<file path="config.mk">
export PLATFORM = sky130hd
export DESIGN_NAME = fuzzy_gain_scheduled_pid_flat
export DESIGN_NICKNAME = d
export VERILOG_FILES = /design/src/hw/rtl/fgpid_pkg.sv /design/src/hw/rtl/fgpid_if.sv /design/src/hw/rtl/fgpid_mul.sv /design/src/hw/rtl/fgpid_div.sv /design/src/hw/rtl/fuzzy_gain_scheduled_pid.sv /design/src/flat_wrapper.sv
export SDC_FILE = /design/constraint.sdc
export NUM_CORES = 2
export LEC_CHECK = 0
export ABC_AREA = 0
export BUFFER_PORTS_ARGS = -buffer_cell sky130_fd_sc_hd__buf_2
export CORE_MARGIN = 4
export CORE_UTILIZATION = 61
export CTS_CLUSTER_DIAMETER = 60
export CTS_CLUSTER_SIZE = 28
export DETAILED_ROUTE_END_ITERATION = 16
export PLACE_DENSITY = 0.78
export SLEW_MARGIN = 40
export SYNTH_ARGS = -nofsm -noshare
export SYNTH_HDL_FRONTEND = slang
export SYNTH_SLANG_ARGS = --single-unit
</file>
<file path="constraint.sdc">
create_clock -name clock -period 9 [get_ports clock]
set_input_delay 0.9 -clock clock [delete_from_list [all_inputs] [get_ports clock]]
set_output_delay 0.9 -clock clock [all_outputs]
set_load 0.005 [all_outputs]
</file>
<file path="src/hw/rtl/fgpid_pkg.sv">
// ----------------------------------------------------------------------------
// fgpid_pkg: shared types and constants
// Controller states, unit request types, register defaults and rule tables.
// ----------------------------------------------------------------------------
package fgpid_pkg;

   localparam int REG_COUNT   = 8;
   localparam int REG_W       = 16;
   localparam int REG_IDX_W   = 3;

   localparam int MUL_W       = 28;              // operand width of the serial multiplier
   localparam int MUL_CNT_W   = 5;
   localparam int DIV_N_W     = 48;              // dividend / quotient width
   localparam int DIV_D_W     = 20;              // divisor width
   localparam int DIV_CNT_W   = 6;

   localparam logic [19:0] MIN_DT_US      = 20'd1000;
   localparam logic [19:0] DEFAULT_DT_US  = 20'd20000;
   localparam logic [19:0] MICROS_PER_SEC = 20'd1000000;
   localparam logic [15:0] LOAD_HIGH_Q12  = 16'd4506;
   localparam logic signed [30:0] INTEGRAL_LIMIT = 31'sd6553600;

   // register indexes
   localparam logic [REG_IDX_W-1:0] REG_KP_BASE = 3'd0;
   localparam logic [REG_IDX_W-1:0] REG_KI_BASE = 3'd1;
   localparam logic [REG_IDX_W-1:0] REG_KD_BASE = 3'd2;
   localparam logic [REG_IDX_W-1:0] REG_TEMP    = 3'd3;
   localparam logic [REG_IDX_W-1:0] REG_SEASON  = 3'd4;
   localparam logic [REG_IDX_W-1:0] REG_MOIST   = 3'd5;
   localparam logic [REG_IDX_W-1:0] REG_SOIL    = 3'd6;
   localparam logic [REG_IDX_W-1:0] REG_LOAD    = 3'd7;

   localparam logic [REG_W-1:0] REG_RESET [REG_COUNT] = '{
      16'd4915, 16'd1024, 16'd328, 16'd4096, 16'd4096, 16'd4096, 16'd4096, 16'd4096
   };

   localparam logic [15:0] KD_ADJ_FAST = 16'd5325;
   localparam logic [15:0] ADJ_UNITY   = 16'd4096;

   typedef enum logic [2:0] {
      ST_IDLE,
      ST_RATE_MUL,
      ST_RATE_DIV,
      ST_INT_MUL,
      ST_INT_DIV,
      ST_GAIN,
      ST_SUM,
      ST_OUT
   } state_type;

   typedef struct packed {
      logic             start;
      logic [MUL_W-1:0] a;
      logic [MUL_W-1:0] b;
   } mul_req_type;

   typedef struct packed {
      logic               done;
      logic [2*MUL_W-1:0] product;
   } mul_rsp_type;

   typedef struct packed {
      logic               start;
      logic [DIV_N_W-1:0] dividend;
      logic [DIV_D_W-1:0] divisor;
   } div_req_type;

   typedef struct packed {
      logic               done;
      logic [DIV_N_W-1:0] quotient;
   } div_rsp_type;

   // error class kind: 0 very low, 1 to 3 middle, 4 very high
   function automatic logic [15:0] kp_adj(input logic hi, input logic [2:0] ecls);
      logic [15:0] v;
      unique case (ecls)
         3'd0:    v = hi ? 16'd3932 : 16'd3277;
         3'd4:    v = hi ? 16'd7373 : 16'd6144;
         default: v = hi ? 16'd4915 : 16'd4096;
      endcase
      return v;
   endfunction

   function automatic logic [15:0] ki_adj(input logic hi, input logic [2:0] ecls);
      logic [15:0] v;
      unique case (ecls)
         3'd0:    v = hi ? 16'd5407 : 16'd4915;
         3'd4:    v = hi ? 16'd3604 : 16'd3277;
         default: v = hi ? 16'd4506 : 16'd4096;
      endcase
      return v;
   endfunction

endpackage

</file>
<file path="src/hw/rtl/fgpid_if.sv">
// ----------------------------------------------------------------------------
// fgpid_if: request and response channels
// Valid/ready channels carrying the controller request and its response.
// ----------------------------------------------------------------------------
interface fgpid_req_if;
   logic        valid;
   logic        ready;
   logic [15:0] target_value;
   logic [15:0] measured_value;
   logic [19:0] step_time_us;

   modport source (output valid, target_value, measured_value, step_time_us, input ready);
   modport sink (input valid, target_value, measured_value, step_time_us, output ready);
endinterface

interface fgpid_rsp_if;
   logic       valid;
   logic       ready;
   logic [7:0] drive_value;
   logic [2:0] error_class;
   logic [2:0] rate_class;

   modport source (output valid, drive_value, error_class, rate_class, input ready);
   modport sink (input valid, drive_value, error_class, rate_class, output ready);
endinterface

</file>
<file path="src/hw/rtl/fgpid_mul.sv">
// ----------------------------------------------------------------------------
// fgpid_mul: bit-serial multiplier
// Shift-add unsigned multiply, one multiplier bit per cycle.
// ----------------------------------------------------------------------------
module fgpid_mul
   import fgpid_pkg::*;
(
   input  logic        clock,
   input  logic        reset,
   input  mul_req_type req,
   output mul_rsp_type rsp
);

   logic [MUL_W-1:0]     a_ff;
   logic [2*MUL_W-1:0]   prod_ff;
   logic [MUL_CNT_W-1:0] cnt_ff;
   logic                 busy_ff;
   logic                 done_ff;
   logic [MUL_W:0]       partial;

   always_comb begin
      partial = {1'b0, prod_ff[2*MUL_W-1:MUL_W]} + (prod_ff[0] ? {1'b0, a_ff} : '0);
   end

   always_ff @(posedge clock) begin
      if (reset) begin
         busy_ff <= 1'b0;
         done_ff <= 1'b0;
         cnt_ff  <= '0;
      end else if (req.start) begin
         busy_ff <= 1'b1;
         done_ff <= 1'b0;
         cnt_ff  <= '0;
      end else begin
         done_ff <= busy_ff && (cnt_ff == MUL_CNT_W'(MUL_W-1));
         if (busy_ff) begin
            cnt_ff <= cnt_ff + 1'b1;
            if (cnt_ff == MUL_CNT_W'(MUL_W-1)) busy_ff <= 1'b0;
         end
      end
   end

   always_ff @(posedge clock) begin
      if (req.start) begin
         a_ff    <= req.a;
         prod_ff <= {{MUL_W{1'b0}}, req.b};
      end else if (busy_ff) begin
         prod_ff <= {partial, prod_ff[MUL_W-1:1]};
      end
   end

   assign rsp.done    = done_ff;
   assign rsp.product = prod_ff;

endmodule

</file>
<file path="src/hw/rtl/fgpid_div.sv">
// ----------------------------------------------------------------------------
// fgpid_div: bit-serial divider
// Restoring unsigned division, one quotient bit per cycle.
// ----------------------------------------------------------------------------
module fgpid_div
   import fgpid_pkg::*;
(
   input  logic        clock,
   input  logic        reset,
   input  div_req_type req,
   output div_rsp_type rsp
);

   logic [DIV_D_W-1:0]   divisor_ff;
   logic [DIV_D_W-1:0]   rem_ff;
   logic [DIV_N_W-1:0]   quo_ff;
   logic [DIV_CNT_W-1:0] cnt_ff;
   logic                 busy_ff;
   logic                 done_ff;
   logic [DIV_D_W+1:0]   trial;
   logic                 borrow;

   always_comb begin
      trial  = {1'b0, rem_ff, quo_ff[DIV_N_W-1]} - {2'b00, divisor_ff};
      borrow = trial[DIV_D_W+1];
   end

   always_ff @(posedge clock) begin
      if (reset) begin
         busy_ff <= 1'b0;
         done_ff <= 1'b0;
         cnt_ff  <= '0;
      end else if (req.start) begin
         busy_ff <= 1'b1;
         done_ff <= 1'b0;
         cnt_ff  <= '0;
      end else begin
         done_ff <= busy_ff && (cnt_ff == DIV_CNT_W'(DIV_N_W-1));
         if (busy_ff) begin
            cnt_ff <= cnt_ff + 1'b1;
            if (cnt_ff == DIV_CNT_W'(DIV_N_W-1)) busy_ff <= 1'b0;
         end
      end
   end

   // shift dividend bits out the top, quotient bits in the bottom
   always_ff @(posedge clock) begin
      if (req.start) begin
         divisor_ff <= req.divisor;
         rem_ff     <= '0;
         quo_ff     <= req.dividend;
      end else if (busy_ff) begin
         rem_ff <= borrow ? {rem_ff[DIV_D_W-2:0], quo_ff[DIV_N_W-1]} : trial[DIV_D_W-1:0];
         quo_ff <= {quo_ff[DIV_N_W-2:0], ~borrow};
      end
   end

   assign rsp.done     = done_ff;
   assign rsp.quotient = quo_ff;

endmodule

</file>
<file path="src/hw/rtl/fuzzy_gain_scheduled_pid.sv">
// ----------------------------------------------------------------------------
// fuzzy_gain_scheduled_pid: fuzzy gain-scheduled PID controller
// Classes error and error rate, schedules the gains and forms a saturated
// PID output, using one shared serial multiplier and one serial divider.
// ----------------------------------------------------------------------------
// Usage:
//   req_chan carries one sample (setpoint, measurement, time step); it is
//   taken when valid and ready are both high. rsp_chan returns one response
//   per request: drive value and the error and rate classes.
//   The csr_ port writes the eight gain and factor registers; write only
//   while no request is in progress.
//   One request is processed at a time: a new request is taken only in the
//   idle state. Each request makes twelve passes of the shared multiplier
//   (launch, one shift step per multiplier bit, completion) and two passes
//   of the divider, then loads the output register and returns to the idle
//   state, in which the next request is taken.
//   The response sits in an output register; while the receiver stalls, the
//   next request is still taken and computed, and then waits for the slot.
//   Synchronous reset loads the register defaults and clears the previous
//   error and the integral.
// ----------------------------------------------------------------------------
module fuzzy_gain_scheduled_pid
   import fgpid_pkg::*;
(
   input  logic                  clock,
   input  logic                  reset,
   fgpid_req_if.sink             req_chan,
   fgpid_rsp_if.source           rsp_chan,
   input  logic                  csr_write_en,
   input  logic [REG_IDX_W-1:0]  csr_index,
   input  logic [REG_W-1:0]      csr_write_data
);

   state_type state_ff, state_in;

   logic [REG_W-1:0] cfg_ff [REG_COUNT];

   logic [16:0] prev_ff;
   logic [23:0] integral_ff;
   logic [16:0] err_ff;
   logic [17:0] diff_ff;
   logic [19:0] dt_ff;
   logic [2:0]  ecls_ff;
   logic [2:0]  rcls_ff;
   logic [26:0] rmag_ff;
   logic [23:0] integ_ff;
   logic [24:0] kp_ff;
   logic [20:0] ki_ff;
   logic [20:0] kd_ff;
   logic [62:0] acc_ff;
   logic [1:0]  op_ff;
   logic [2:0]  gop_ff;
   logic        launched_ff;

   logic       rsp_valid_ff;
   logic [7:0] drive_ff;
   logic [2:0] rsp_ecls_ff;
   logic [2:0] rsp_rcls_ff;

   mul_req_type mreq;
   mul_rsp_type mrsp;
   div_req_type dreq;
   div_rsp_type drsp;

   logic        accept;
   logic        unit_done;
   logic        out_load;
   logic [16:0] err_c;
   logic [17:0] diff_c;
   logic [16:0] err_abs;
   logic [15:0] err_mag;
   logic [17:0] diff_abs;
   logic [16:0] diff_mag;
   logic [23:0] integ_abs;
   logic [2:0]  ecls_c;
   logic [2:0]  rcls_c;
   logic [26:0] rmag_c;
   logic [28:0] inc_c;
   logic signed [30:0] isum;
   logic signed [30:0] iclamp;
   logic        load_hi;
   logic [61:0] term;
   logic        term_neg;
   logic [7:0]  drive_c;

   fgpid_mul u_mul (.clock(clock), .reset(reset), .req(mreq), .rsp(mrsp));
   fgpid_div u_div (.clock(clock), .reset(reset), .req(dreq), .rsp(drsp));

   // -------- front end and classes
   always_comb begin
      err_c    = {1'b0, req_chan.target_value} - {1'b0, req_chan.measured_value};
      diff_c   = {err_c[16], err_c} - {prev_ff[16], prev_ff};
      err_abs  = err_c[16] ? (~err_c + 1'b1) : err_c;
      err_mag  = err_abs[15:0];
      diff_abs = diff_ff[17] ? (~diff_ff + 1'b1) : diff_ff;
      diff_mag = diff_abs[16:0];
      if (err_mag < 16'd80)       ecls_c = 3'd0;
      else if (err_mag < 16'd240) ecls_c = 3'd1;
      else if (err_mag < 16'd480) ecls_c = 3'd2;
      else if (err_mag < 16'd800) ecls_c = 3'd3;
      else                        ecls_c = 3'd4;

      rmag_c = drsp.quotient[26:0];
      if (rmag_c < 27'd32)       rcls_c = 3'd0;
      else if (rmag_c < 27'd128) rcls_c = 3'd1;
      else if (rmag_c < 27'd320) rcls_c = 3'd2;
      else if (rmag_c < 27'd640) rcls_c = 3'd3;
      else                       rcls_c = 3'd4;

      inc_c = drsp.quotient[28:0];
      isum  = $signed({{7{integral_ff[23]}}, integral_ff}) +
              (err_ff[16] ? -$signed({2'b00, inc_c}) : $signed({2'b00, inc_c}));
      if (isum > INTEGRAL_LIMIT)       iclamp = INTEGRAL_LIMIT;
      else if (isum < -INTEGRAL_LIMIT) iclamp = -INTEGRAL_LIMIT;
      else                             iclamp = isum;

      integ_abs = integ_ff[23] ? (~integ_ff + 1'b1) : integ_ff;
      load_hi   = cfg_ff[REG_LOAD] >= LOAD_HIGH_Q12;

      case (op_ff)
         2'd1:    term = {18'd0, mrsp.product[43:0]};
         default: term = {mrsp.product[49:0], 12'd0};
      endcase
      case (op_ff)
         2'd0:    term_neg = err_ff[16];
         2'd1:    term_neg = integ_ff[23];
         default: term_neg = diff_ff[17];
      endcase

      if (acc_ff[62] || acc_ff == '0) drive_c = 8'd0;
      else if (acc_ff[61:36] != '0)   drive_c = 8'd255;
      else                            drive_c = acc_ff[35:28];
   end

   // -------- sequencer
   always_ff @(posedge clock) begin
      if (reset) state_ff <= ST_IDLE;
      else       state_ff <= state_in;
   end

   always_comb begin
      state_in       = state_ff;
      mreq           = '0;
      dreq           = '0;
      unit_done      = 1'b0;
      accept         = 1'b0;
      out_load       = 1'b0;
      req_chan.ready = (state_ff == ST_IDLE);
      unique case (state_ff)
         ST_IDLE: begin
            accept = req_chan.valid;
            if (req_chan.valid) state_in = ST_RATE_MUL;
         end
         ST_RATE_MUL: begin
            mreq.start = ~launched_ff;
            mreq.a     = MUL_W'(diff_mag);
            mreq.b     = MUL_W'(MICROS_PER_SEC);
            unit_done  = launched_ff && mrsp.done;
            if (unit_done) state_in = ST_RATE_DIV;
         end
         ST_RATE_DIV: begin
            dreq.start    = ~launched_ff;
            dreq.dividend = mrsp.product[DIV_N_W-1:0];
            dreq.divisor  = dt_ff;
            unit_done     = launched_ff && drsp.done;
            if (unit_done) state_in = ST_INT_MUL;
         end
         ST_INT_MUL: begin
            mreq.start = ~launched_ff;
            mreq.a     = MUL_W'(err_ff[16] ? 17'(~err_ff + 1'b1) : err_ff);
            mreq.b     = MUL_W'(dt_ff);
            unit_done  = launched_ff && mrsp.done;
            if (unit_done) state_in = ST_INT_DIV;
         end
         ST_INT_DIV: begin
            dreq.start    = ~launched_ff;
            dreq.dividend = {mrsp.product[35:0], 12'd0};
            dreq.divisor  = MICROS_PER_SEC;
            unit_done     = launched_ff && drsp.done;
            if (unit_done) state_in = ST_GAIN;
         end
         ST_GAIN: begin
            mreq.start = ~launched_ff;
            case (gop_ff)
               3'd0: begin
                  mreq.a = MUL_W'(cfg_ff[REG_KP_BASE]);
                  mreq.b = MUL_W'(kp_adj(load_hi, ecls_ff));
               end
               3'd1: begin
                  mreq.a = MUL_W'(kp_ff);
                  mreq.b = MUL_W'(cfg_ff[REG_TEMP]);
               end
               3'd2: begin
                  mreq.a = MUL_W'(kp_ff);
                  mreq.b = MUL_W'(cfg_ff[REG_SEASON]);
               end
               3'd3: begin
                  mreq.a = MUL_W'(cfg_ff[REG_KI_BASE]);
                  mreq.b = MUL_W'(ki_adj(load_hi, ecls_ff));
               end
               3'd4: begin
                  mreq.a = MUL_W'(ki_ff);
                  mreq.b = MUL_W'(cfg_ff[REG_MOIST]);
               end
               3'd5: begin
                  mreq.a = MUL_W'(cfg_ff[REG_KD_BASE]);
                  mreq.b = MUL_W'((rcls_ff >= 3'd3) ? KD_ADJ_FAST : ADJ_UNITY);
               end
               default: begin
                  mreq.a = MUL_W'(kd_ff);
                  mreq.b = MUL_W'(cfg_ff[REG_SOIL]);
               end
            endcase
            unit_done = launched_ff && mrsp.done;
            if (unit_done && gop_ff == 3'd6) state_in = ST_SUM;
         end
         ST_SUM: begin
            mreq.start = ~launched_ff;
            case (op_ff)
               2'd0: begin
                  mreq.a = MUL_W'(kp_ff);
                  mreq.b = MUL_W'(err_ff[16] ? 17'(~err_ff + 1'b1) : err_ff);
               end
               2'd1: begin
                  mreq.a = MUL_W'(ki_ff);
                  mreq.b = MUL_W'(integ_abs);
               end
               default: begin
                  mreq.a = MUL_W'(kd_ff);
                  mreq.b = MUL_W'(rmag_ff);
               end
            endcase
            unit_done = launched_ff && mrsp.done;
            if (unit_done && op_ff == 2'd2) state_in = ST_OUT;
         end
         ST_OUT: begin
            // hold until the output slot is free
            out_load = ~rsp_valid_ff || rsp_chan.ready;
            if (out_load) state_in = ST_IDLE;
         end
         default: state_in = ST_IDLE;
      endcase
   end

   // -------- control registers
   always_ff @(posedge clock) begin
      if (reset) begin
         launched_ff  <= 1'b0;
         gop_ff       <= '0;
         op_ff        <= '0;
         rsp_valid_ff <= 1'b0;
         prev_ff      <= '0;
         integral_ff  <= '0;
         for (int i = 0; i < REG_COUNT; i++) cfg_ff[i] <= REG_RESET[i];
      end else begin
         if (csr_write_en) cfg_ff[csr_index] <= csr_write_data;
         if (unit_done)            launched_ff <= 1'b0;
         else if (mreq.start || dreq.start) launched_ff <= 1'b1;
         if (accept) begin
            gop_ff <= '0;
            op_ff  <= '0;
         end
         if (state_ff == ST_GAIN && unit_done) gop_ff <= gop_ff + 1'b1;
         if (state_ff == ST_SUM && unit_done)  op_ff  <= op_ff + 1'b1;
         if (state_ff == ST_INT_DIV && unit_done) integral_ff <= iclamp[23:0];
         if (out_load) begin
            rsp_valid_ff <= 1'b1;
            prev_ff      <= err_ff;
         end else if (rsp_chan.ready) begin
            rsp_valid_ff <= 1'b0;
         end
      end
   end

   // -------- datapath registers
   always_ff @(posedge clock) begin
      if (accept) begin
         err_ff  <= err_c;
         diff_ff <= diff_c;
         dt_ff   <= (req_chan.step_time_us <= MIN_DT_US) ? DEFAULT_DT_US
                                                          : req_chan.step_time_us;
         ecls_ff <= ecls_c;
         acc_ff  <= '0;
      end
      if (state_ff == ST_RATE_DIV && unit_done) begin
         rmag_ff <= rmag_c;
         rcls_ff <= rcls_c;
      end
      if (state_ff == ST_INT_DIV && unit_done) integ_ff <= iclamp[23:0];
      if (state_ff == ST_GAIN && unit_done) begin
         case (gop_ff)
            3'd0, 3'd1, 3'd2: kp_ff <= mrsp.product[36:12];
            3'd3, 3'd4:       ki_ff <= mrsp.product[32:12];
            default:          kd_ff <= mrsp.product[32:12];
         endcase
      end
      if (state_ff == ST_SUM && unit_done)
         acc_ff <= term_neg ? (acc_ff - {1'b0, term}) : (acc_ff + {1'b0, term});
      if (out_load) begin
         drive_ff    <= drive_c;
         rsp_ecls_ff <= ecls_ff;
         rsp_rcls_ff <= rcls_ff;
      end
   end

   assign rsp_chan.valid       = rsp_valid_ff;
   assign rsp_chan.drive_value = drive_ff;
   assign rsp_chan.error_class = rsp_ecls_ff;
   assign rsp_chan.rate_class  = rsp_rcls_ff;

endmodule
</file>
<file path="src/flat_wrapper.sv">
// flat-port wrapper written by rule: the top's interface ports become plain ports
module fuzzy_gain_scheduled_pid_flat import fgpid_pkg::*;
  (clock, reset, csr_write_en, csr_index, csr_write_data, req_chan_valid, req_chan_target_value, req_chan_measured_value, req_chan_step_time_us, req_chan_ready, rsp_chan_valid, rsp_chan_drive_value, rsp_chan_error_class, rsp_chan_rate_class, rsp_chan_ready);
  fgpid_req_if req_chan_i ();
  fgpid_rsp_if rsp_chan_i ();
  input  logic clock;
  input  logic reset;
  input  logic csr_write_en;
  input  logic [REG_IDX_W-1:0] csr_index;
  input  logic [REG_W-1:0] csr_write_data;
  input wire logic [$bits(req_chan_i.valid)-1:0] req_chan_valid;
  input wire logic [$bits(req_chan_i.target_value)-1:0] req_chan_target_value;
  input wire logic [$bits(req_chan_i.measured_value)-1:0] req_chan_measured_value;
  input wire logic [$bits(req_chan_i.step_time_us)-1:0] req_chan_step_time_us;
  output wire logic [$bits(req_chan_i.ready)-1:0] req_chan_ready;
  output wire logic [$bits(rsp_chan_i.valid)-1:0] rsp_chan_valid;
  output wire logic [$bits(rsp_chan_i.drive_value)-1:0] rsp_chan_drive_value;
  output wire logic [$bits(rsp_chan_i.error_class)-1:0] rsp_chan_error_class;
  output wire logic [$bits(rsp_chan_i.rate_class)-1:0] rsp_chan_rate_class;
  input wire logic [$bits(rsp_chan_i.ready)-1:0] rsp_chan_ready;
  assign req_chan_i.valid = req_chan_valid;
  assign req_chan_i.target_value = req_chan_target_value;
  assign req_chan_i.measured_value = req_chan_measured_value;
  assign req_chan_i.step_time_us = req_chan_step_time_us;
  assign req_chan_ready = req_chan_i.ready;
  assign rsp_chan_valid = rsp_chan_i.valid;
  assign rsp_chan_drive_value = rsp_chan_i.drive_value;
  assign rsp_chan_error_class = rsp_chan_i.error_class;
  assign rsp_chan_rate_class = rsp_chan_i.rate_class;
  assign rsp_chan_i.ready = rsp_chan_ready;
  fuzzy_gain_scheduled_pid u_core (.clock(clock), .reset(reset), .req_chan(req_chan_i), .rsp_chan(rsp_chan_i), .csr_write_en(csr_write_en), .csr_index(csr_index), .csr_write_data(csr_write_data));
endmodule
</file>
==> summary.md <==
| Metric | Value |
|---|---|
| Status | `completed` |
| Worst-Skew Late Latency | `0.63 ns` |
| DRT Pass-1 Iters | `7` |
| Register area share after synthesis | `0.444` |
| Slowest stage delay, CP | `0.72 ns` |
| Min-delay src | `u_core.prev_ff[5]` |
| Most frequent cells in the layout | `504 x edfxtp_1, 356 x nor2_1, 349 x nand2_1` |
| Grt met2 use | `0.488` |
| Gr usage total | `0.312` |
| Area of the multi-input gates | `roughly 20,000 µm²` |
| Share of the synthesized area in the top cell type | `0.386` |
| Critical path origin | `u_core.op_ff[1]` |
| Cell area after synthesis | `a little under 40,000 µm²` |
| Num rows | `92` |
| Ant diodes | `0` |
| Setup tns final | `0 ns` |
| # fillers | `4,968` |
| Met3 Use GR | `0.0625` |
| Share of layout cells above drive strength 1 | `0.0796` |
| Post-route insts no fill | `4,954` |
| Clock buffer depth | `3` |
| CP Capture Type | `register` |
| Syn-to-layout area delta | `7.03%` |
| R2R Path Start | `u_core.op_ff[1]` |
| Post-synth top area cell | `edfxtp_1` |
| Post-DRT Antenna Nets | `0` |
| Leak | `15.7 nW` |
| Peak supply drop | `0.000149 V` |
| Cts repair resizes | `0` |
| Gpl congestion | `0.937` |
| Starting DRT DRC Count | `4,215` |
| Clock transition at path regs | `0.09 ns` |
| Die width | `between 200 and 300 µm` |
| Initial core utilization | `0.619` |
| Crit path arrival time | `7.00 ns` |
| Top_reg_cell synth | `edfxtp_1` |
| First-pass GRT wire length | `168 mm` |
| Max-Cap Viols | `0` |
| Total number of vias | `roughly 32,000` |
| WS Path Type | `reg -> reg` |
| # hold bufs at CTS | `0` |
| Dpl cells | `4,867` |
| Most common cell after layout, fill and taps aside | `edfxtp_1` |
| Die area | `68,500 µm²` |
| Netlist cell types | `about 90` |
| Vias in the first global route | `30,022` |
| Met1 Resource Use GR | `0.426` |
| Slew margin rel. | `0.401` |
| Clk_skew | `0.0406 ns` |
| Final WL | `110 mm` |
| Final hold violations | `0` |
| PD cells | `286 nW/µm²` |
| Worst Hold Class | `reg -> reg` |
| Die Span Y | `262 µm` |
| Post-CTS Setup Bufs | `0` |
| Dpl hpwl | `78.7 mm` |
| Avg Inst Size Synth | `9.52 µm²` |
| Clk root buf | `clkbuf_16` |
| Setup violators final | `0` |
| Synth Register Bits | `about 620` |
| Largest net degree at the start of global routing | `78` |
| Slew Limit Fails | `0` |
| Design Power | `12.0 mW` |
| Number of synthesized flops with an enable pin | `504` |
| GR peak layer | `met2` |
| Critical path required time | `9.36 ns` |
| Crit path cell chain | `inv_1 > ha_4 > buf_12 > inv_1 > buf_4 > a21oi_1 > nor4_1 > a21boi_0 > nand3_1 > nor4_1 > a21oi_1 > xnor2_1 > ha_1 > a21o_1 > a21o_1 > a21o_1 > a21oi_1 > nor2_1 > nor2_1 > o31a_1 > nor4_1 > a41o_1 > or3_1` |
| Htree depth | `2` |
| Worst-Margin Slew | `between 0.8 and 0.9 ns` |
| Syn nets | `4,394` |
| Max Clk Rate | `151 MHz` |
| Register area | `17,400 µm²` |
| Synth area leaders | `edfxtp_1 39%, ha_1 6.0%, dfxtp_1 5.8%, xnor2_1 4.0%, a21oi_1 4.0%` |
| Global route total overflow | `0` |
| Worst Setup Start Kind | `register` |
| I/O pins | `roughly 90` |
| Routed WL per cell | `22.3 µm` |
| Fin crit share | `0.737` |
| # nets final | `4,340` |
| RSZ-0062 raised after global routing | `false` |
| Total CTS buffers | `46` |
| Ys Warns | `0` |
| Initial antenna violation count | `2` |
| CTS tree | `done` |
| Gate Count Post-Synth | `4,124` |
| CTS sink count | `between 600 and 700` |
| Via density per instance | `between 6 and 7` |
| Crit-path slowest cell | `nor4_1` |
| # DRC | `0` |
| Crit-path max FO | `44` |
| Crit path time final | `6.64 ns` |
| Async SR Flop Fraction | `0` |
| Placeable core area | `63,400 µm²` |
| Port Buf Inserts | `91` |
layout make-up:
type,count,area share
Multi-Input combinational cell,3110,0.487
Sequential cell,618,0.414
Clock buffer,49,0.0287
Tap cell,846,0.0252
Timing Repair Buffer,147,0.0213
Inverter,147,0.0132
Clock inverter,37,0.0106
per-stage QoR:
stage          hold WS [ns]  setup WS, ns  utilization  cell area, µm²
2_1_floorplan         0.424          2.31            -           39300
3_3_place_gp          0.434          2.56        0.635           40300
3_5_place_dp          0.443          2.39        0.636           40300
4_1_cts               0.437          2.39        0.662           42000
5_1_grt               0.439          1.85        0.662           42000
6_report              0.458          2.36        0.662           42000
cells by family (layout without fill, tap and decap cells):
group / Yosys count / count (layout) / share of synthesized area
fa+ha+maj: 194 / 194 / 0.0630
simple gates: 1374 / 1374 / 0.172
flops: 618 / 618 / 0.444
compound gates: 1188 / 1188 / 0.201
buf+inv: 396 / 380 / 0.0384
xor+xnor: 267 / 267 / 0.0596
mux: 87 / 87 / 0.0229
worst max-delay path: cells and delay by family (launching register included):
family	cells	cell delay (ns)
AOI/OAI and AO/OA	9	2.29
and+or+nand+nor	7	2.08
buffers and inverters	4	0.79
adders and majority gates	2	0.61
DFF	1	0.36
xor gates and xnor gates	1	0.23
routing by layer:
layer / part of all wire / up-vias
met5: 0.00011 / -
met4: 0.050 / 2
met3: 0.11 / 337
met2: 0.45 / 1716
met1: 0.40 / 15272
li1: - / 15121
synth_stat cells (55+ instances only):
cell type,n
dfxtp_1,114
clkbuf_1,210
a21o_1,98
a21oi_1,311
nand3_1,69
nor3_1,82
a22oi_1,74
o31ai_1,55
and2_1,181
xnor2_1,180
nor2_1,366
nand2_1,351
xor2_1,87
mux2i_1,63
ha_1,188
inv_1,144
edfxtp_1,504
o21ai_0,233
flip-flops by register name (all words and copies together) (netlist names), 5 cells and up:
register,flops
u_core.prev_ff,17
u_core.u_div.rem_ff,20
u_core.kd_ff,21
u_core.u_div.divisor_ff,20
u_core.u_mul.prod_ff,56
u_core.cfg_ff,127
u_core.u_mul.a_ff,25
u_core.integral_ff,24
u_core.err_ff,17
u_core.integ_ff,24
u_core.kp_ff,25
u_core.dt_ff,20
u_core.u_div.quo_ff,48
u_core.rmag_ff,27
u_core.ki_ff,21
u_core.acc_ff,63
u_core.u_div.cnt_ff,6
u_core.rsp_chan.drive_value,8
u_core.diff_ff,18
u_core.u_mul.cnt_ff,5
final timing paths:
| check | endpoint | slack [ns] | cells past startpoint |
|---|---|---|---|
| worst max-delay path | u_core.acc_ff[62] | 2.36 | 23 |
| worst min-delay path | u_core.prev_ff[5] | 0.46 | 2 |
| worst max register to register | u_core.acc_ff[62] | 2.36 | 23 |
| worst min register to register | u_core.prev_ff[5] | 0.46 | 2 |
where the power goes:
group          switching [mW]  internal (mW)
Sequential              0.703           3.73
Clock                    1.18           1.08
Combinational            3.27           2.04
Total                    5.15           6.85
Power figures use the tool's default switching activity.
